--- src/rtl/exlex_pkg.sv ---
`timescale 1ns / 1ps
`default_nettype none
// ----------------------------------------------------------------------------
// Expression lexer package
// Shared widths, token record, character and kind codes, and the small
// character classification functions used by the lexer step logic.
// ----------------------------------------------------------------------------
package exlex_pkg;

    localparam int POSITION_BITS = 32;
    localparam int LENGTH_BITS   = 16;
    localparam int KIND_BITS     = 5;

    // Token queue geometry
    localparam int TQ_DEPTH      = 4;
    localparam int TQ_PTR_BITS   = $clog2(TQ_DEPTH);
    localparam int TQ_CNT_BITS   = $clog2(TQ_DEPTH + 1);

    typedef struct packed {
        logic [KIND_BITS-1:0]     kind;
        logic [POSITION_BITS-1:0] start;
        logic [LENGTH_BITS-1:0]   len;
        logic                     last;
    } t_token;

    // Token kinds
    localparam logic [KIND_BITS-1:0] KIND_INT    = 5'd0;
    localparam logic [KIND_BITS-1:0] KIND_FOR    = 5'd1;
    localparam logic [KIND_BITS-1:0] KIND_ADD    = 5'd2;
    localparam logic [KIND_BITS-1:0] KIND_SUB    = 5'd3;
    localparam logic [KIND_BITS-1:0] KIND_MUL    = 5'd4;
    localparam logic [KIND_BITS-1:0] KIND_DIV    = 5'd5;
    localparam logic [KIND_BITS-1:0] KIND_ASSIGN = 5'd6;
    localparam logic [KIND_BITS-1:0] KIND_AND    = 5'd7;
    localparam logic [KIND_BITS-1:0] KIND_NE     = 5'd9;
    localparam logic [KIND_BITS-1:0] KIND_LT     = 5'd10;
    localparam logic [KIND_BITS-1:0] KIND_GT     = 5'd11;
    localparam logic [KIND_BITS-1:0] KIND_LE     = 5'd12;
    localparam logic [KIND_BITS-1:0] KIND_GE     = 5'd13;
    localparam logic [KIND_BITS-1:0] KIND_EQ     = 5'd14;
    localparam logic [KIND_BITS-1:0] KIND_LPAREN = 5'd15;
    localparam logic [KIND_BITS-1:0] KIND_RPAREN = 5'd16;
    localparam logic [KIND_BITS-1:0] KIND_COMMA  = 5'd17;
    localparam logic [KIND_BITS-1:0] KIND_SEMI   = 5'd18;
    localparam logic [KIND_BITS-1:0] KIND_LBRACE = 5'd19;
    localparam logic [KIND_BITS-1:0] KIND_RBRACE = 5'd20;
    localparam logic [KIND_BITS-1:0] KIND_ID     = 5'd21;
    localparam logic [KIND_BITS-1:0] KIND_NUM    = 5'd22;
    localparam logic [KIND_BITS-1:0] KIND_ERR    = 5'd23;

    // Held operator codes
    localparam logic [2:0] OP_NONE   = 3'd0;
    localparam logic [2:0] OP_ASSIGN = 3'd1;
    localparam logic [2:0] OP_LT     = 3'd2;
    localparam logic [2:0] OP_GT     = 3'd3;
    localparam logic [2:0] OP_NOT    = 3'd4;
    localparam logic [2:0] OP_AMP    = 3'd5;

    // Keyword match progress
    localparam logic [2:0] KW_NONE = 3'd0;
    localparam logic [2:0] KW_I    = 3'd1;
    localparam logic [2:0] KW_IN   = 3'd2;
    localparam logic [2:0] KW_INT  = 3'd3;
    localparam logic [2:0] KW_F    = 3'd4;
    localparam logic [2:0] KW_FO   = 3'd5;
    localparam logic [2:0] KW_FOR  = 3'd6;

    // Characters
    localparam logic [7:0] CH_TAB    = 8'h09;
    localparam logic [7:0] CH_LF     = 8'h0A;
    localparam logic [7:0] CH_CR     = 8'h0D;
    localparam logic [7:0] CH_SPACE  = 8'h20;
    localparam logic [7:0] CH_NOT    = 8'h21;
    localparam logic [7:0] CH_HASH   = 8'h23;
    localparam logic [7:0] CH_AMP    = 8'h26;
    localparam logic [7:0] CH_LPAREN = 8'h28;
    localparam logic [7:0] CH_RPAREN = 8'h29;
    localparam logic [7:0] CH_STAR   = 8'h2A;
    localparam logic [7:0] CH_PLUS   = 8'h2B;
    localparam logic [7:0] CH_COMMA  = 8'h2C;
    localparam logic [7:0] CH_MINUS  = 8'h2D;
    localparam logic [7:0] CH_SLASH  = 8'h2F;
    localparam logic [7:0] CH_0      = 8'h30;
    localparam logic [7:0] CH_9      = 8'h39;
    localparam logic [7:0] CH_SEMI   = 8'h3B;
    localparam logic [7:0] CH_LT     = 8'h3C;
    localparam logic [7:0] CH_EQ     = 8'h3D;
    localparam logic [7:0] CH_GT     = 8'h3E;
    localparam logic [7:0] CH_UC_A   = 8'h41;
    localparam logic [7:0] CH_UC_Z   = 8'h5A;
    localparam logic [7:0] CH_UNDER  = 8'h5F;
    localparam logic [7:0] CH_LC_A   = 8'h61;
    localparam logic [7:0] CH_LC_F   = 8'h66;
    localparam logic [7:0] CH_LC_I   = 8'h69;
    localparam logic [7:0] CH_LC_N   = 8'h6E;
    localparam logic [7:0] CH_LC_O   = 8'h6F;
    localparam logic [7:0] CH_LC_R   = 8'h72;
    localparam logic [7:0] CH_LC_T   = 8'h74;
    localparam logic [7:0] CH_LC_Z   = 8'h7A;
    localparam logic [7:0] CH_LBRACE = 8'h7B;
    localparam logic [7:0] CH_RBRACE = 8'h7D;

    function automatic logic is_digit(input logic [7:0] c);
        return (c >= CH_0) && (c <= CH_9);
    endfunction

    function automatic logic is_word(input logic [7:0] c);
        return is_digit(c) || ((c >= CH_LC_A) && (c <= CH_LC_Z)) ||
               ((c >= CH_UC_A) && (c <= CH_UC_Z)) || (c == CH_UNDER);
    endfunction

    function automatic logic is_space(input logic [7:0] c);
        return (c == CH_SPACE) || (c == CH_TAB) || (c == CH_LF) || (c == CH_CR);
    endfunction

    function automatic logic [KIND_BITS-1:0] single_kind(input logic [7:0] c);
        logic [KIND_BITS-1:0] k;
        unique case (c)
            CH_PLUS:   k = KIND_ADD;
            CH_MINUS:  k = KIND_SUB;
            CH_STAR:   k = KIND_MUL;
            CH_SLASH:  k = KIND_DIV;
            CH_LPAREN: k = KIND_LPAREN;
            CH_RPAREN: k = KIND_RPAREN;
            CH_COMMA:  k = KIND_COMMA;
            CH_SEMI:   k = KIND_SEMI;
            CH_LBRACE: k = KIND_LBRACE;
            CH_RBRACE: k = KIND_RBRACE;
            default:   k = KIND_ERR;
        endcase
        return k;
    endfunction

    function automatic logic [2:0] hold_code(input logic [7:0] c);
        logic [2:0] h;
        unique case (c)
            CH_EQ:   h = OP_ASSIGN;
            CH_LT:   h = OP_LT;
            CH_GT:   h = OP_GT;
            CH_NOT:  h = OP_NOT;
            CH_AMP:  h = OP_AMP;
            default: h = OP_NONE;
        endcase
        return h;
    endfunction

    function automatic logic [KIND_BITS-1:0] lone_kind(input logic [2:0] op);
        logic [KIND_BITS-1:0] k;
        unique case (op)
            OP_ASSIGN: k = KIND_ASSIGN;
            OP_LT:     k = KIND_LT;
            OP_GT:     k = KIND_GT;
            default:   k = KIND_ERR;
        endcase
        return k;
    endfunction

    // Operator followed by '='
    function automatic logic [KIND_BITS-1:0] pair_kind(input logic [2:0] op);
        logic [KIND_BITS-1:0] k;
        unique case (op)
            OP_ASSIGN: k = KIND_EQ;
            OP_LT:     k = KIND_LE;
            OP_GT:     k = KIND_GE;
            OP_NOT:    k = KIND_NE;
            default:   k = KIND_INT;
        endcase
        return k;
    endfunction

endpackage
`default_nettype wire

--- src/rtl/exlex_step.sv ---
`timescale 1ns / 1ps
`default_nettype none
// ----------------------------------------------------------------------------
// Expression lexer step
// Lexer state registers and the per-character logic that updates them and
// forms up to two tokens for one character.
// ----------------------------------------------------------------------------
module exlex_step
    import exlex_pkg::*;
(
    input  wire logic        i_clk,
    input  wire logic        i_rst_n,
    input  wire logic        i_advance,
    input  wire logic [7:0]  i_char_code,
    input  wire logic        i_end_of_input,
    output t_token           o_tok0,
    output t_token           o_tok1,
    output logic [1:0]       o_tok_count
);

    logic [LENGTH_BITS-1:0]   r_word_len,   n_word_len;
    logic [POSITION_BITS-1:0] r_word_start, n_word_start;
    logic                     r_first_digit, n_first_digit;
    logic                     r_all_digits, n_all_digits;
    logic [2:0]               r_kw,         n_kw;
    logic [2:0]               r_pend,       n_pend;
    logic [POSITION_BITS-1:0] r_pend_start, n_pend_start;
    logic [POSITION_BITS-1:0] r_pos,        n_pos;
    logic                     r_stopped,    n_stopped;

    logic   a_valid, b_valid, pair_done;
    t_token a_tok, b_tok;
    logic [7:0] c;

    assign c = i_char_code;

    always_comb begin
        n_word_len    = r_word_len;
        n_word_start  = r_word_start;
        n_first_digit = r_first_digit;
        n_all_digits  = r_all_digits;
        n_kw          = r_kw;
        n_pend        = r_pend;
        n_pend_start  = r_pend_start;
        n_pos         = r_pos;
        n_stopped     = r_stopped;
        a_valid       = 1'b0;
        b_valid       = 1'b0;
        a_tok         = '0;
        b_tok         = '0;
        pair_done     = 1'b0;

        if (i_end_of_input) begin
            // flush a held operator alone, drop a partial word, reset
            if (r_pend != OP_NONE) begin
                a_valid     = 1'b1;
                a_tok.kind  = lone_kind(r_pend);
                a_tok.start = r_pend_start;
                a_tok.len   = LENGTH_BITS'(1);
            end
            n_word_len    = '0;
            n_word_start  = '0;
            n_first_digit = 1'b0;
            n_all_digits  = 1'b1;
            n_kw          = KW_NONE;
            n_pend        = OP_NONE;
            n_pend_start  = '0;
            n_pos         = '0;
            n_stopped     = 1'b0;
        end else if (!r_stopped) begin
            n_pos = r_pos + POSITION_BITS'(1);

            if (r_pend != OP_NONE) begin
                n_pend      = OP_NONE;
                a_valid     = 1'b1;
                a_tok.start = r_pend_start;
                if (r_pend == OP_AMP && c == CH_AMP) begin
                    a_tok.kind = KIND_AND;
                    a_tok.len  = LENGTH_BITS'(2);
                    pair_done  = 1'b1;
                end else if (r_pend != OP_AMP && c == CH_EQ) begin
                    a_tok.kind = pair_kind(r_pend);
                    a_tok.len  = LENGTH_BITS'(2);
                    pair_done  = 1'b1;
                end else begin
                    a_tok.kind = lone_kind(r_pend);
                    a_tok.len  = LENGTH_BITS'(1);
                end
            end

            if (!pair_done) begin
                if (is_word(c)) begin
                    if (r_word_len == '0) begin
                        n_word_start  = r_pos;
                        n_first_digit = is_digit(c);
                        n_kw = (c == CH_LC_I) ? KW_I : (c == CH_LC_F) ? KW_F : KW_NONE;
                    end else if (r_word_len == LENGTH_BITS'(1)) begin
                        n_kw = (r_kw == KW_I && c == CH_LC_N) ? KW_IN :
                               (r_kw == KW_F && c == CH_LC_O) ? KW_FO : KW_NONE;
                    end else if (r_word_len == LENGTH_BITS'(2)) begin
                        n_kw = (r_kw == KW_IN && c == CH_LC_T) ? KW_INT :
                               (r_kw == KW_FO && c == CH_LC_R) ? KW_FOR : KW_NONE;
                    end else begin
                        n_kw = KW_NONE;
                    end
                    if (!is_digit(c)) begin
                        n_all_digits = 1'b0;
                    end
                    // saturate the length
                    if (r_word_len != '1) begin
                        n_word_len = r_word_len + LENGTH_BITS'(1);
                    end
                end else begin
                    if (r_word_len != '0) begin
                        a_valid     = 1'b1;
                        a_tok.start = r_word_start;
                        a_tok.len   = r_word_len;
                        if (r_kw == KW_INT) begin
                            a_tok.kind = KIND_INT;
                        end else if (r_kw == KW_FOR) begin
                            a_tok.kind = KIND_FOR;
                        end else if (!r_first_digit) begin
                            a_tok.kind = KIND_ID;
                        end else if (r_all_digits) begin
                            a_tok.kind = KIND_NUM;
                        end else begin
                            a_tok.kind = KIND_ERR;
                        end
                        n_word_len    = '0;
                        n_word_start  = '0;
                        n_first_digit = 1'b0;
                        n_all_digits  = 1'b1;
                        n_kw          = KW_NONE;
                    end

                    if (is_space(c)) begin
                        // skip
                    end else if (c == CH_HASH) begin
                        n_stopped = 1'b1;
                    end else if (hold_code(c) != OP_NONE) begin
                        n_pend       = hold_code(c);
                        n_pend_start = r_pos;
                    end else begin
                        b_valid     = 1'b1;
                        b_tok.kind  = single_kind(c);
                        b_tok.start = r_pos;
                        b_tok.len   = LENGTH_BITS'(1);
                    end
                end
            end
        end

        // compact into slot order and mark the final token
        if (a_valid) begin
            o_tok0      = a_tok;
            o_tok1      = b_tok;
            o_tok0.last = !b_valid;
            o_tok_count = b_valid ? 2'd2 : 2'd1;
        end else begin
            o_tok0      = b_tok;
            o_tok1      = '0;
            o_tok0.last = 1'b1;
            o_tok_count = b_valid ? 2'd1 : 2'd0;
        end
        o_tok1.last = 1'b1;
    end

    always_ff @(posedge i_clk) begin
        if (!i_rst_n) begin
            r_word_len    <= '0;
            r_word_start  <= '0;
            r_first_digit <= 1'b0;
            r_all_digits  <= 1'b1;
            r_kw          <= KW_NONE;
            r_pend        <= OP_NONE;
            r_pend_start  <= '0;
            r_pos         <= '0;
            r_stopped     <= 1'b0;
        end else if (i_advance) begin
            r_word_len    <= n_word_len;
            r_word_start  <= n_word_start;
            r_first_digit <= n_first_digit;
            r_all_digits  <= n_all_digits;
            r_kw          <= n_kw;
            r_pend        <= n_pend;
            r_pend_start  <= n_pend_start;
            r_pos         <= n_pos;
            r_stopped     <= n_stopped;
        end
    end

endmodule
`default_nettype wire

--- src/rtl/exlex_tokq.sv ---
`timescale 1ns / 1ps
`default_nettype none
// ----------------------------------------------------------------------------
// Expression lexer token queue
// Small queue that takes up to two tokens a cycle and delivers one a cycle
// on the valid/stall output channel while the output is not stalled.
// ----------------------------------------------------------------------------
module exlex_tokq
    import exlex_pkg::*;
(
    input  wire logic   i_clk,
    input  wire logic   i_rst_n,
    input  wire t_token i_tok0,
    input  wire t_token i_tok1,
    input  wire logic [1:0] i_push_count,
    output logic        o_room,
    output logic        o_valid,
    output t_token      o_tok,
    input  wire logic   i_stall
);

    t_token                 r_mem [TQ_DEPTH];
    logic [TQ_PTR_BITS-1:0] r_wptr, n_wptr;
    logic [TQ_PTR_BITS-1:0] r_rptr, n_rptr;
    logic [TQ_CNT_BITS-1:0] r_count, n_count;
    logic                   pop;
    logic [TQ_PTR_BITS-1:0] wptr_1;

    assign pop     = (r_count != '0) && !i_stall;
    assign o_valid = (r_count != '0);
    assign o_tok   = r_mem[r_rptr];
    // room for a full pair of tokens, independent of this cycle's pop
    assign o_room  = (r_count <= TQ_CNT_BITS'(TQ_DEPTH - 2));
    assign wptr_1  = r_wptr + TQ_PTR_BITS'(1);

    always_comb begin
        n_wptr  = r_wptr + TQ_PTR_BITS'(i_push_count);
        n_rptr  = pop ? r_rptr + TQ_PTR_BITS'(1) : r_rptr;
        n_count = r_count + TQ_CNT_BITS'(i_push_count) - TQ_CNT_BITS'(pop);
    end

    always_ff @(posedge i_clk) begin
        if (i_push_count != 2'd0) begin
            r_mem[r_wptr] <= i_tok0;
        end
        if (i_push_count == 2'd2) begin
            r_mem[wptr_1] <= i_tok1;
        end
    end

    always_ff @(posedge i_clk) begin
        if (!i_rst_n) begin
            r_wptr  <= '0;
            r_rptr  <= '0;
            r_count <= '0;
        end else begin
            r_wptr  <= n_wptr;
            r_rptr  <= n_rptr;
            r_count <= n_count;
        end
    end

endmodule
`default_nettype wire

--- src/rtl/expression_lexer_core.sv ---
`timescale 1ns / 1ps
`default_nettype none
// ----------------------------------------------------------------------------
// Expression lexer core
// Character-at-a-time tokenizer for a small expression language. Each
// input transaction carries one byte (or an end-of-input mark); each output
// transaction carries one token as kind, start position and length.
// Input channel: i_in_valid / o_in_stall, payload i_char_code and
// i_end_of_input. Output channel: o_out_valid / i_out_stall, payload
// o_token_kind, o_token_start, o_token_length and o_last_of_run, which is
// set on the last token that one character produced.
// A character lands in the input register when accepted; once the token
// queue has room for two tokens, its tokens are written into the queue,
// from which they are offered on the output channel.
// Throughput: one character per cycle while the queue has room. A character
// may yield up to two tokens; the output side drains one token per cycle
// unless stalled, so a stream dense in two-token characters is output-bound.
// The input register advances only while the four-entry token queue has
// room for two tokens; otherwise the input stalls and holds its character.
// Reset (synchronous, active low) empties the queue and the input register
// and returns the lexer to position zero with nothing pending.
// When the receiver stalls, the head token holds; the queue fills and
// then back-pressure reaches the input channel.
// ----------------------------------------------------------------------------
module expression_lexer_core
    import exlex_pkg::*;
(
    input  wire logic                     i_clk,
    input  wire logic                     i_rst_n,
    input  wire logic                     i_in_valid,
    output logic                          o_in_stall,
    input  wire logic [7:0]               i_char_code,
    input  wire logic                     i_end_of_input,
    output logic                          o_out_valid,
    input  wire logic                     i_out_stall,
    output logic [KIND_BITS-1:0]          o_token_kind,
    output logic [POSITION_BITS-1:0]      o_token_start,
    output logic [LENGTH_BITS-1:0]        o_token_length,
    output logic                          o_last_of_run
);

    // Input register
    logic       r_in_valid, n_in_valid;
    logic [7:0] r_char;
    logic       r_eoi;

    logic       room;
    logic       advance;
    logic       accept;
    t_token     tok0, tok1, head;
    logic [1:0] tok_count;
    logic [1:0] push_count;

    // Advance the held character into the lexer only when the queue can take
    // a full pair of tokens.
    assign advance    = r_in_valid && room;
    assign o_in_stall = r_in_valid && !room;
    assign accept     = i_in_valid && !o_in_stall;
    assign push_count = advance ? tok_count : 2'd0;

    always_comb begin
        if (accept) begin
            n_in_valid = 1'b1;
        end else if (advance) begin
            n_in_valid = 1'b0;
        end else begin
            n_in_valid = r_in_valid;
        end
    end

    always_ff @(posedge i_clk) begin
        if (!i_rst_n) begin
            r_in_valid <= 1'b0;
        end else begin
            r_in_valid <= n_in_valid;
        end
    end

    // Payload: load on accept, hold otherwise
    always_ff @(posedge i_clk) begin
        if (accept) begin
            r_char <= i_char_code;
            r_eoi  <= i_end_of_input;
        end
    end

    exlex_step u_step (
        .i_clk          (i_clk),
        .i_rst_n        (i_rst_n),
        .i_advance      (advance),
        .i_char_code    (r_char),
        .i_end_of_input (r_eoi),
        .o_tok0         (tok0),
        .o_tok1         (tok1),
        .o_tok_count    (tok_count)
    );

    exlex_tokq u_tokq (
        .i_clk        (i_clk),
        .i_rst_n      (i_rst_n),
        .i_tok0       (tok0),
        .i_tok1       (tok1),
        .i_push_count (push_count),
        .o_room       (room),
        .o_valid      (o_out_valid),
        .o_tok        (head),
        .i_stall      (i_out_stall)
    );

    assign o_token_kind   = head.kind;
    assign o_token_start  = head.start;
    assign o_token_length = head.len;
    assign o_last_of_run  = head.last;

endmodule
`default_nettype wire

--- config.mk ---
export PLATFORM = sky130hd
export DESIGN_NAME = expression_lexer_core
export DESIGN_NICKNAME = d
export VERILOG_FILES = /design/src/rtl/exlex_pkg.sv /design/src/rtl/exlex_step.sv /design/src/rtl/exlex_tokq.sv /design/src/rtl/expression_lexer_core.sv
export SDC_FILE = /design/constraint.sdc
export NUM_CORES = 1
export LEC_CHECK = 0
export BUFFER_PORTS_ARGS = -buffer_cell sky130_fd_sc_hd__buf_2
export CORE_ASPECT_RATIO = 1.25
export CORE_MARGIN = 10
export CORE_UTILIZATION = 55
export DETAILED_ROUTE_END_ITERATION = 12
export PLACE_DENSITY = 0.71
export RECOVER_POWER = 25
export SYNTH_ARGS = -nofsm -noshare
export SYNTH_HDL_FRONTEND = slang
export SYNTH_SLANG_ARGS = --single-unit
export TNS_END_PERCENT = 50
--- constraint.sdc ---
create_clock -name i_clk -period 11.6 [get_ports i_clk]
set_input_delay 1.74 -clock i_clk [delete_from_list [all_inputs] [get_ports i_clk]]
set_output_delay 1.74 -clock i_clk [all_outputs]
set_load 0.02 [all_outputs]
==> metrics.md <==
| Metric | Value |
|---|---|
| Area delta synth->final | `9.097%` |
| Crit path launch type | `flip-flop` |
| Ys async rst share | `0%` |
| RSZ-0062 raised after global routing | `false` |
| Rows | `71` |
| Sequential Power Share | `46.5%` |
| Grt ovf | `0` |
| Syn_nets | `1543` |
| Synthesized instance count | `1518` |
| Leakage | `0.006197 uW` |
| Most frequent cells in the layout | `dfxtp_1 (193), a22o_1 (174), edfxtp_1 (161)` |
| Violated checks | `capacitance limit, slew limit` |
| Initial Utilization | `55.75%` |
| Slew Limit Fails | `150` |
| Power Total | `2973 uW` |
| Final critical-path required period | `5.537 ns` |
| Die height | `215.0 um` |
| CP Capture Type | `flip-flop` |
| Post-CTS Hold Buffers | `0` |
| TNS Setup | `0 ns` |
| Clk_lat worst skew | `0.53 ns` |
| Clock skew | `0.01682 ns` |
| Switch Pwr | `807.2 uW` |
| Iteration-0 DRC Markers | `1141` |
| Detailed-router iteration count before antenna repair | `6` |
| Clock Power Share | `37.6%` |
| Worst hold-check path type | `flip-flop to flip-flop` |
| Post-CTS Setup Repair Bufs | `0` |
| Initial antenna violation count | `1` |
| Vias in the first global route | `12590` |
| Pwr Density | `162.8 mW/mm^2` |
| Worst-case clock buffer depth | `3` |
| Routed vias/inst | `6.560` |
| Data required time at the worst endpoint | `11.85 ns` |
| Upper clock frequency limit | `0.1806 GHz` |
| Fin nets | `1518` |
| Placed wire-length estimate | `26690 um` |
| Share of cells above drive strength 1 | `14.82%` |
| TritonCTS Buffers | `35` |
| Number of synthesized flops with an enable pin | `161` |
| CTS tree | `yes` |
| Routability Congestion | `0.9128` |
| Die ar. | `0.03786 mm^2` |
| Synth Warn # | `0` |
| Pre-CTS setup slack | `6.179 ns` |
| Pint | `2166 uW` |
| Peak supply drop | `0.1437 mV` |
| Boundary pin count | `69` |
| FF+latch count, synth | `356` |
| Switching fraction of total power | `27.15%` |
| CP max FO | `22` |
| Final Cycle Share | `47.73%` |
| ANT nets after route | `0` |
| Critical path's largest stage delay | `0.69 ns` |
| CTS H-Tree Depth | `2` |
| CTS Sinks | `356` |
| I/O Buffers | `68` |
| Die Width | `176.0 um` |
| Status | `finished, violations left` |
| Synth cell types | `77` |
| Least-Margin Pin Slew | `2.692 ns` |
| Final WL | `44640 um` |
| Via Count | `12600` |
| Max stage delay cell, worst path | `and2_1` |
| Core area | `0.03003 mm^2` |
| Worst slew margin | `-79.44%` |
| Worst Path Arrival | `5.78 ns` |
| MaxCap Viol Count | `4` |
| Crit path cell chain | `nor4_1, nand4_1, o2111a_1, nor2_4, inv_2, ha_1, o21ai_1, nand2b_1, and2_1, inv_1, buf_4` |
| Buf+Inv Stages, Crit Path | `3` |
| Worst path top cell family by delay | `simple AND/OR/NAND/NOR gates` |
| Min Hold Slack | `0.4510 ns` |
| Gate power share | `15.9%` |
| Post-CTS sizing | `0` |
| Final hold violation count | `0` |
| Largest net degree at the start of global routing | `70` |
| Sequential element share of the synthesized area | `52.21%` |
| Ys flop type | `dfxtp_1` |
| Cell area after synthesis | `0.01674 mm^2` |
| Final setup viols | `0` |
| Root Driver | `clkbuf_16` |
| Type of the worst setup path | `flip-flop to flip-flop` |
| Syn avg cell area | `11.03 um^2` |
| Setup ws final | `6.063 ns` |
| First-pass GRT wire length | `69950 um` |
| Commonest non-fill, non-tap cell in the layout | `dfxtp_1` |
| Total track usage | `23.03%` |
| DRC viols | `0` |
| Worst-path clk slew | `0.06 ns` |
| Routed WL per cell | `23.25 um` |
## flip-flops by register name (all words and copies together) (netlist names), named ones only
name	count
r_char	8
r_eoi	1
r_in_valid	1
u_step.r_all_digits	1
u_step.r_first_digit	1
u_step.r_kw	3
u_step.r_pend	3
u_step.r_pend_start	32
u_step.r_pos	32
u_step.r_stopped	1
u_step.r_word_len	16
u_step.r_word_start	32
u_tokq.r_count	3
u_tokq.r_mem	216
u_tokq.r_rptr	2
u_tokq.r_wptr	2
## Yosys cell counts (5+ instances only)
master    count  share of area (%)
nand4_1      19               0.71
xor2_1       27                1.4
nor2_1      112                2.5
a22oi_1       6               0.27
buf_1        17               0.38
o21ai_1      20               0.60
or2_2         5               0.19
nand2b_1      8               0.30
xnor2_1      19               0.99
and3_1       12               0.45
nor3_1       18               0.54
a22o_1      174                9.1
buf_2        13               0.39
edfxtp_1    161                 29
clkbuf_1    112                2.5
nor4_1        9               0.34
nand3b_1      5               0.22
nand2_1     115                2.6
and2_1       10               0.37
buf_4        13               0.58
nand3_1      62                1.9
or3_1        11               0.41
nor2b_1      13               0.49
o21ai_0      45                1.3
dfxtp_1     195                 23
o22ai_1       9               0.34
inv_1        24               0.54
mux4_2       54                7.3
ha_1         11               0.82
a32o_1       56                3.3
a21oi_1      74                2.2
or4_1         5               0.22
## stage by stage
step                      cell area, um^2  utilization [%]  std cells
after floorplan                     16740                -       1518
final                               18260            60.82       1920
after global routing                18260            60.81       1919
after global placement              17170            57.18       1857
after detailed placement            17170            57.18       1857
after CTS                           18290            60.91       1919
## worst paths after layout
path,startpoint,slack (ns),end,depth (start not counted)
hold / removal,u_step.r_word_start[24]$_SDFFE_PN0P_,0.45,u_step.r_word_start[24]$_SDFFE_PN0P_,2
hold reg to reg,u_step.r_word_start[24]$_SDFFE_PN0P_,0.45,u_step.r_word_start[24]$_SDFFE_PN0P_,2
setup / recovery,u_step.r_word_len[12]$_SDFFE_PN0P_,6.06,u_tokq.r_mem[0][32]$_DFFE_PP_,11
setup reg to reg,u_step.r_word_len[12]$_SDFFE_PN0P_,6.06,u_tokq.r_mem[0][32]$_DFFE_PP_,11
## kinds of logic (layout without fill, tap and decap cells)
kind of cell | count (synthesis) | after routing | synth area share (%)
other | 0 | 1 | 0
adder cells (fa/ha/maj) | 13 | 13 | 1.002
flip-flops | 356 | 356 | 52.21
buffers and inverters | 182 | 182 | 4.515
AND/OR/NAND/NOR | 431 | 431 | 12.61
AO/OA/AOI/OAI | 433 | 433 | 19.80
XOR/XNOR | 46 | 46 | 2.407
multiplexers | 57 | 57 | 7.460
## worst min-delay path, cell delays in order (launching register included)
cell	delay (ns)
dfxtp_1	0.31
nand2_1	0.05
a21oi_1	0.05
## routing by layer
layer	vias to the layer above	wire, um	GRT usage (%)
met5	-	0	0
met1	6233	16940	26.50
met2	507	23010	40.48
li1	5730	-	-
met4	0	1767	10.67
met3	125	2914	4.175
## power by group through the flow
| stage | logic [uW] | clock network [uW] | registers [uW] |
|---|---|---|---|
| detailed placement | 482 | 0 | 1410 |
| global route | 507 | 1180 | 1390 |
| floorplan | 361 | 0 | 1370 |
| finish | 473 | 1120 | 1380 |
| CTS | 483 | 1130 | 1380 |
| global placement | 478 | 0 | 1410 |
## layout make-up
cell class                      count  area [um^2]
Fill cell                        2495        11770
Antenna cell                        1        2.502
Timing Repair Buffer               94        518.0
Clock inverter                      8        60.06
Sequential cell                   356         8743
Tap cell                          401        501.7
Inverter                           26        97.59
Clock buffer                       54         1061
Multi-Input combinational cell    980         7277
(Power assumes the default switching activity.)
